File: config.mk
export PLATFORM = sky130hd
export DESIGN_NAME = ubh_divider
export DESIGN_NICKNAME = d
export VERILOG_FILES = /design/src/sv/ubh_pkg.sv /design/src/sv/ubh_divider.sv
export SDC_FILE = /design/constraint.sdc
export NUM_CORES = 1
export LEC_CHECK = 0
export ABC_AREA = 1
export ABC_CLOCK_PERIOD_IN_PS = 13520
export BUFFER_PORTS_ARGS = -buffer_cell sky130_fd_sc_hd__buf_2
export CAP_MARGIN = 40
export CORE_MARGIN = 8
export CORE_UTILIZATION = 67
export CTS_CLUSTER_DIAMETER = 40
export DETAILED_ROUTE_END_ITERATION = 8
export PLACE_DENSITY = 0.88
export SYNTH_ARGS = -nofsm -noshare
export SYNTH_HDL_FRONTEND = slang
export SYNTH_SLANG_ARGS = --single-unit
File: constraint.sdc
create_clock -name clk -period 13.52 [get_ports clk]
set_clock_uncertainty 0.2 [all_clocks]
set_input_delay 0.676 -clock clk [delete_from_list [all_inputs] [get_ports clk]]
set_output_delay 0.676 -clock clk [all_outputs]
set_load 0.02 [all_outputs]
File: src/sv/ubh_pkg.sv
// ----------------------------------------------------------------------------
// ubh_pkg
// Shared types and constants of the uniform-width histogram.
// ----------------------------------------------------------------------------
package ubh_pkg;

  localparam int MAX_BINS = 256;
  localparam int BIN_W    = $clog2(MAX_BINS);
  localparam int CNT_W    = 32;
  localparam int DIFF_W   = 33;
  localparam int QUO_W    = 34;
  localparam int NB_W     = 9;

  localparam logic [1:0] REG_RANGE_START = 2'd0;
  localparam logic [1:0] REG_BIN_WIDTH   = 2'd1;
  localparam logic [1:0] REG_BINS_IN_USE = 2'd2;

  localparam logic REQ_ADD  = 1'b0;
  localparam logic REQ_READ = 1'b1;

  // Request handed from the index stage to the bin store
  typedef struct packed {
    logic             is_read;
    logic             hit;
    logic [BIN_W-1:0] bin;
  } bin_req_t;

endpackage

File: src/sv/ubh_divider.sv
// ----------------------------------------------------------------------------
// ubh_divider
// Bit-serial floor division of the sample offset by the bin width; maps the
// quotient to a bin with the left-open rule and flags out-of-range samples.
// ----------------------------------------------------------------------------
module ubh_divider (
  input  logic                          clk,
  input  logic                          rst,
  input  logic                          start,
  input  logic signed [31:0]            sample,
  input  logic signed [31:0]            range_start,
  input  logic [30:0]                   bin_width,
  input  logic [ubh_pkg::NB_W-1:0]      nbins,
  output logic                          busy,
  output logic                          done,
  output ubh_pkg::bin_req_t             req
);
  import ubh_pkg::*;

  typedef enum logic [2:0] {
    S_IDLE = 3'b001,
    S_DIV  = 3'b010,
    S_FIN  = 3'b100
  } div_state_t;

  div_state_t        state, state_next;
  logic              neg;
  logic [31:0]       mag;
  logic [31:0]       quo;
  logic [31:0]       rem;
  logic [5:0]        cnt;
  logic [32:0]       trial;
  logic [32:0]       mag_ext;
  logic signed [DIFF_W-1:0] diff;
  logic signed [QUO_W-1:0]  q_fl;
  logic signed [QUO_W-1:0]  q_adj;
  logic              rem_zero;

  assign diff    = DIFF_W'(sample) - DIFF_W'(range_start);
  assign mag_ext = diff[DIFF_W-1] ? 33'(-diff) : 33'(diff);
  assign trial   = {rem, mag[31]} - {2'b0, bin_width};

  // Sequence the restoring division, one quotient bit a cycle
  always_comb begin
    state_next = state;
    case (state)
      S_IDLE:  if (start) state_next = S_DIV;
      S_DIV:   if (cnt == 6'd31) state_next = S_FIN;
      S_FIN:   state_next = S_IDLE;
      default: state_next = S_IDLE;
    endcase
  end

  always_ff @(posedge clk) begin
    if (rst) state <= S_IDLE;
    else     state <= state_next;
  end

  // Magnitude stays below 2^32, so bit 32 is never set; it is kept apart in top
  logic top;
  always_ff @(posedge clk) begin
    if (state == S_IDLE && start) begin
      neg <= diff[DIFF_W-1];
      top <= mag_ext[32];
      mag <= mag_ext[31:0];
      quo <= '0;
      rem <= {31'b0, mag_ext[32]};
      cnt <= '0;
    end else if (state == S_DIV) begin
      if (!trial[32]) begin
        rem <= trial[31:0];
        quo <= {quo[30:0], 1'b1};
      end else begin
        rem <= {rem[30:0], mag[31]};
        quo <= {quo[30:0], 1'b0};
      end
      mag <= {mag[30:0], 1'b0};
      cnt <= cnt + 6'd1;
    end
  end

  // Top bit preloaded into rem contributes quotient weight 2^32 only when
  // width is 1; rem < width keeps it exact otherwise (rem<2^31 always)
  logic [QUO_W-1:0] q_mag;
  always_comb begin
    q_mag    = {2'b0, quo};
    rem_zero = (rem == 32'd0);
    if (top && bin_width == 31'd1) q_mag = QUO_W'(34'h1_0000_0000);
    q_fl = neg ? (rem_zero ? -$signed(q_mag) : -$signed(q_mag) - 34'sd1)
               : $signed(q_mag);
    q_adj = q_fl;
    if (rem_zero || q_fl == $signed(QUO_W'(nbins))) q_adj = q_fl - 34'sd1;
  end

  always_ff @(posedge clk) begin
    if (rst) done <= 1'b0;
    else     done <= (state == S_FIN);
    if (state == S_FIN) begin
      req.is_read <= 1'b0;
      req.hit     <= (bin_width != '0) && !q_adj[QUO_W-1] &&
                     (q_adj < $signed(QUO_W'(nbins)));
      req.bin     <= q_adj[BIN_W-1:0];
    end
  end

  assign busy = (state != S_IDLE) || done;

`ifndef NO_ASSERTIONS
  a_fin_from_div: assert property (@(posedge clk) disable iff (rst)
    (state == S_FIN) |-> $past(state == S_DIV)) else $error("fin without div");
  a_done_after_fin: assert property (@(posedge clk) disable iff (rst)
    done |-> $past(state == S_FIN)) else $error("stray done");
  a_no_start_busy: assert property (@(posedge clk) disable iff (rst)
    (state == S_DIV) |=> (state == S_DIV || state == S_FIN))
    else $error("division aborted");
`endif
endmodule

==> summary.txt <==
Number of sinks driven by the clock tree: 117
Layout cells sized above 1: 11.22%
Initial antenna violation count: 0
Setup TNS Final: 0 ns
Vias per std cell: 5.659
Final HPWL from detailed placement: 29320 um
Vias in the first global route: 13550
CTS tree: yes
Worst Hold Path EP: state[1]
Global-route wire length before repair: 62360 um
Post-placement cell area: 0.01417 sq mm
Final slew viol count: 0
Destination of the worst register-to-register timing path: req[8]
Path category of the worst min-delay check: input pin to flop
Cell total after placement: 2564
Post-layout min period: 7.295 ns
Setup slack after layout: 6.225 ns
Leading cell type in the layout, fill and taps excluded: nand2_1
Number of nets in the final layout: 2498
CP Class: input pin to flop
Critical path launch point type: input pin
Most used cell, CP: nand2_1
Number of nets in the synthesized netlist: 2411
Power per cell area: 118.9 mW/mm^2
Core Region: 0.01997 sq mm
Maximum vdd ir drop: 88.01 uV
Source-to-sink clock delay at the later pin of the worst-skew pair: 0.43 ns
Area of all sequential standard cells: 0.002783 sq mm
Maximum frequency from static timing analysis: 0.1371 GHz
DRC violations left: 0
Instance count along the most critical hold path: 2
Warnings from Yosys: 0
Pin count of the biggest net entering global routing: 77
Detailed-routing iteration count for the pre-antenna-repair pass: 6
Number of I/O port buffers: 117
Mean instance size in the synthesized netlist: 6.038 sq um
Floorplan die height: 157.6 um
Part of the Yosys area used for sequential elements: 20.70%
Final Power: 1.759 mW
Netlist area before placement: 0.01344 sq mm
Clock Pin Slew Worst Setup and Hold Paths: 0.08 ns
CTS Root Cell: clkbuf_16
Multi-input gate area: 0.009096 sq mm
Sequential Power Share: 23.4%
Die Width: 157.6 um
Initial DRC Count: 1498
Power Internal: 0.9608 mW
Bufs on Longest Clock Path: 2
Final wirelength: 37510 um
Final RePlAce weighted congestion: 0.9484
Fin area: 0.01479 sq mm
Worst-path maximum fanout: 45
Required time of the critical path: 13.62 ns
Synthesis-stage register bit count: 117
CP endpoint kind: flop
Beginning of the worst register-to-register path: top
Run status: finished, final reports clean
Count of antenna diodes in the layout: 0
Synth-to-Final Area Change: 10.04%
Final Hold Viols: 0
Row count: 52
Worst slack on hold paths: 0.2276 ns
EDFF count, synth: 44
Number of max-cap violations: 0
Worst reg2reg path depth: 35
Fraction of synthesis flops using an asynchronous set or reset pin: 0%
Tightest slew margin relative to the limit: 35.63%
Share of power burned in the clock network: 27.8%
Final period util: 53.96%
Register-to-Register Setup Slack: 6.31 ns
Number of hold buffers added after cts: 0
Core Util, Final: 74.05%
Initial core utilization: 67.29%
Fraction of power consumed by combinational cells: 48.8%
PostCTS Resize Cnt: 0
Commonest non-fill, non-tap cells in the layout: 649 x nand2_1, 317 x inv_1, 202 x nor2_1, 177 x nand3_1, 126 x o21ai_0
Total CTS buffers: 17
Origin of the worst min-delay path: rst
Setup repair bufs after CTS: 0
Worst slack, placed: 5.964 ns
Data arrival time of the worst path: 7.40 ns
Total global routing overflow: 0
Total die area: 0.02485 sq mm
Slew of the pin with the lowest slew margin: 0.9598 ns
Total number of vias: 14690
Biggest cell delay along the critical path: 0.62 ns
Slowest stage cell on the critical path: nand2_2
Setup repair after global routing missed its margin: false
Most used flip-flop cell after synthesis: dfxtp_1
Final-report setup violation count: 0
Routed len/inst: 14.45 um
Io pins: 119
Final-layout fill cell count: 1628
Library cells used by synthesis: 50
Gate Count Post-Synth: 2226
Switching pwr: 0.7979 mW
Leakage power summed over all cells: 7.749 nW
Switching part of the total: 45.37%
Final std cells w/o fill: 2596
Maximum level of the CTS H-tree: 4
Global Route Usage Sum: 30.20%
Antenna-violating nets left: 0
## synthesized netlist by cell type, types with 4 or more instances
cell type / number / share of area [%]
nor2_2: 26 / 1.2
a211oi_1: 4 / 0.22
nor2_4: 14 / 1.2
a31oi_1: 7 / 0.33
buf_1: 5 / 0.14
o31ai_1: 5 / 0.28
o22ai_1: 20 / 0.93
buf_6: 5 / 0.42
o21ai_1: 8 / 0.30
nand2_1: 651 / 18
a21oi_1: 103 / 3.8
nand3b_1: 7 / 0.39
inv_1: 317 / 8.9
dfxtp_1: 73 / 11
o41ai_1: 16 / 1.0
o21a_1: 5 / 0.28
edfxtp_1: 44 / 9.8
xnor2_1: 20 / 1.3
nor4_1: 8 / 0.37
clkbuf_1: 38 / 1.1
o41ai_2: 9 / 1.1
buf_4: 6 / 0.34
nor2_1: 202 / 5.6
nand2_2: 14 / 0.65
o21bai_1: 7 / 0.39
o21ai_0: 126 / 4.7
nor3_1: 27 / 1.0
ha_1: 76 / 7.1
inv_2: 23 / 0.64
buf_2: 5 / 0.19
or2_2: 4 / 0.19
nand3_1: 178 / 6.6
nand4_1: 39 / 1.8
xor2_1: 85 / 5.5
o211ai_1: 25 / 1.4
## how the worst max path moves through the flow
stage / from / end / slack (ns) / cells past startpoint
2_1_floorplan: bin_width[14] / req[8] / 7.88 / 40
3_3_place_gp: bin_width[8] / req[8] / 5.81 / 37
3_5_place_dp: bin_width[2] / req[8] / 5.96 / 35
4_1_cts: bin_width[2] / req[8] / 6.38 / 35
5_1_grt: bin_width[2] / req[8] / 5.62 / 35
6_report: bin_width[2] / req[8] / 6.22 / 35
## sequential cells by signal, summed over array words and instances, names as in the netlist
register,flops
mag,32
quo,32
state,3
req,9
neg,1
cnt,6
top,1
done,1
rem,32
## power groups by stage
| stage | sequential (mW) | clock [mW] | combinational (mW) |
|---|---|---|---|
| 6_report | 0.411 | 0.489 | 0.859 |
| 3_3_place_gp | 0.417 | 0 | 0.820 |
| 5_1_grt | 0.413 | 0.504 | 0.973 |
| 3_5_place_dp | 0.418 | 0 | 0.838 |
| 2_1_floorplan | 0.416 | 0 | 0.664 |
| 4_1_cts | 0.411 | 0.488 | 0.843 |
## area by class of cell
| cell class | instances | area share [%] |
|---|---|---|
| sequential | 117 | 18.81 |
| multi-input combinational | 1708 | 61.50 |
| tap | 270 | 2.284 |
| timing repair buffer | 127 | 4.517 |
| inverter | 342 | 8.679 |
| clock inverter | 15 | 1.328 |
| clock buffer | 17 | 2.876 |
## critical path: cells and delay by family
kind	cells	cell delay [ns]
compound gates	3	0.45
xor+xnor	1	0.16
fa+ha+maj	2	0.81
buf+inv	3	0.26
simple gates	26	5.03
## routing by layer
layer  share of wire, %  vias to the layer above  GRT usage (%)
met4                1.8                        0          8.477
met5                  0                        -              0
met2                 47                      622          51.70
li1                   -                     7436              -
met3                6.9                       56          3.413
met1                 45                     6576          39.40
## cells by family after synthesis
logic type / after synthesis / share of synthesized area (%)
fa+ha+maj: 78 / 7.373
xor+xnor: 105 / 6.842
simple gates: 1179 / 37.94
compound gates: 345 / 15.42
buf+inv: 401 / 11.69
flops: 117 / 20.70
other cells: 1 / 0.02790
No activity file was read; power rests on OpenSTA's default activity.
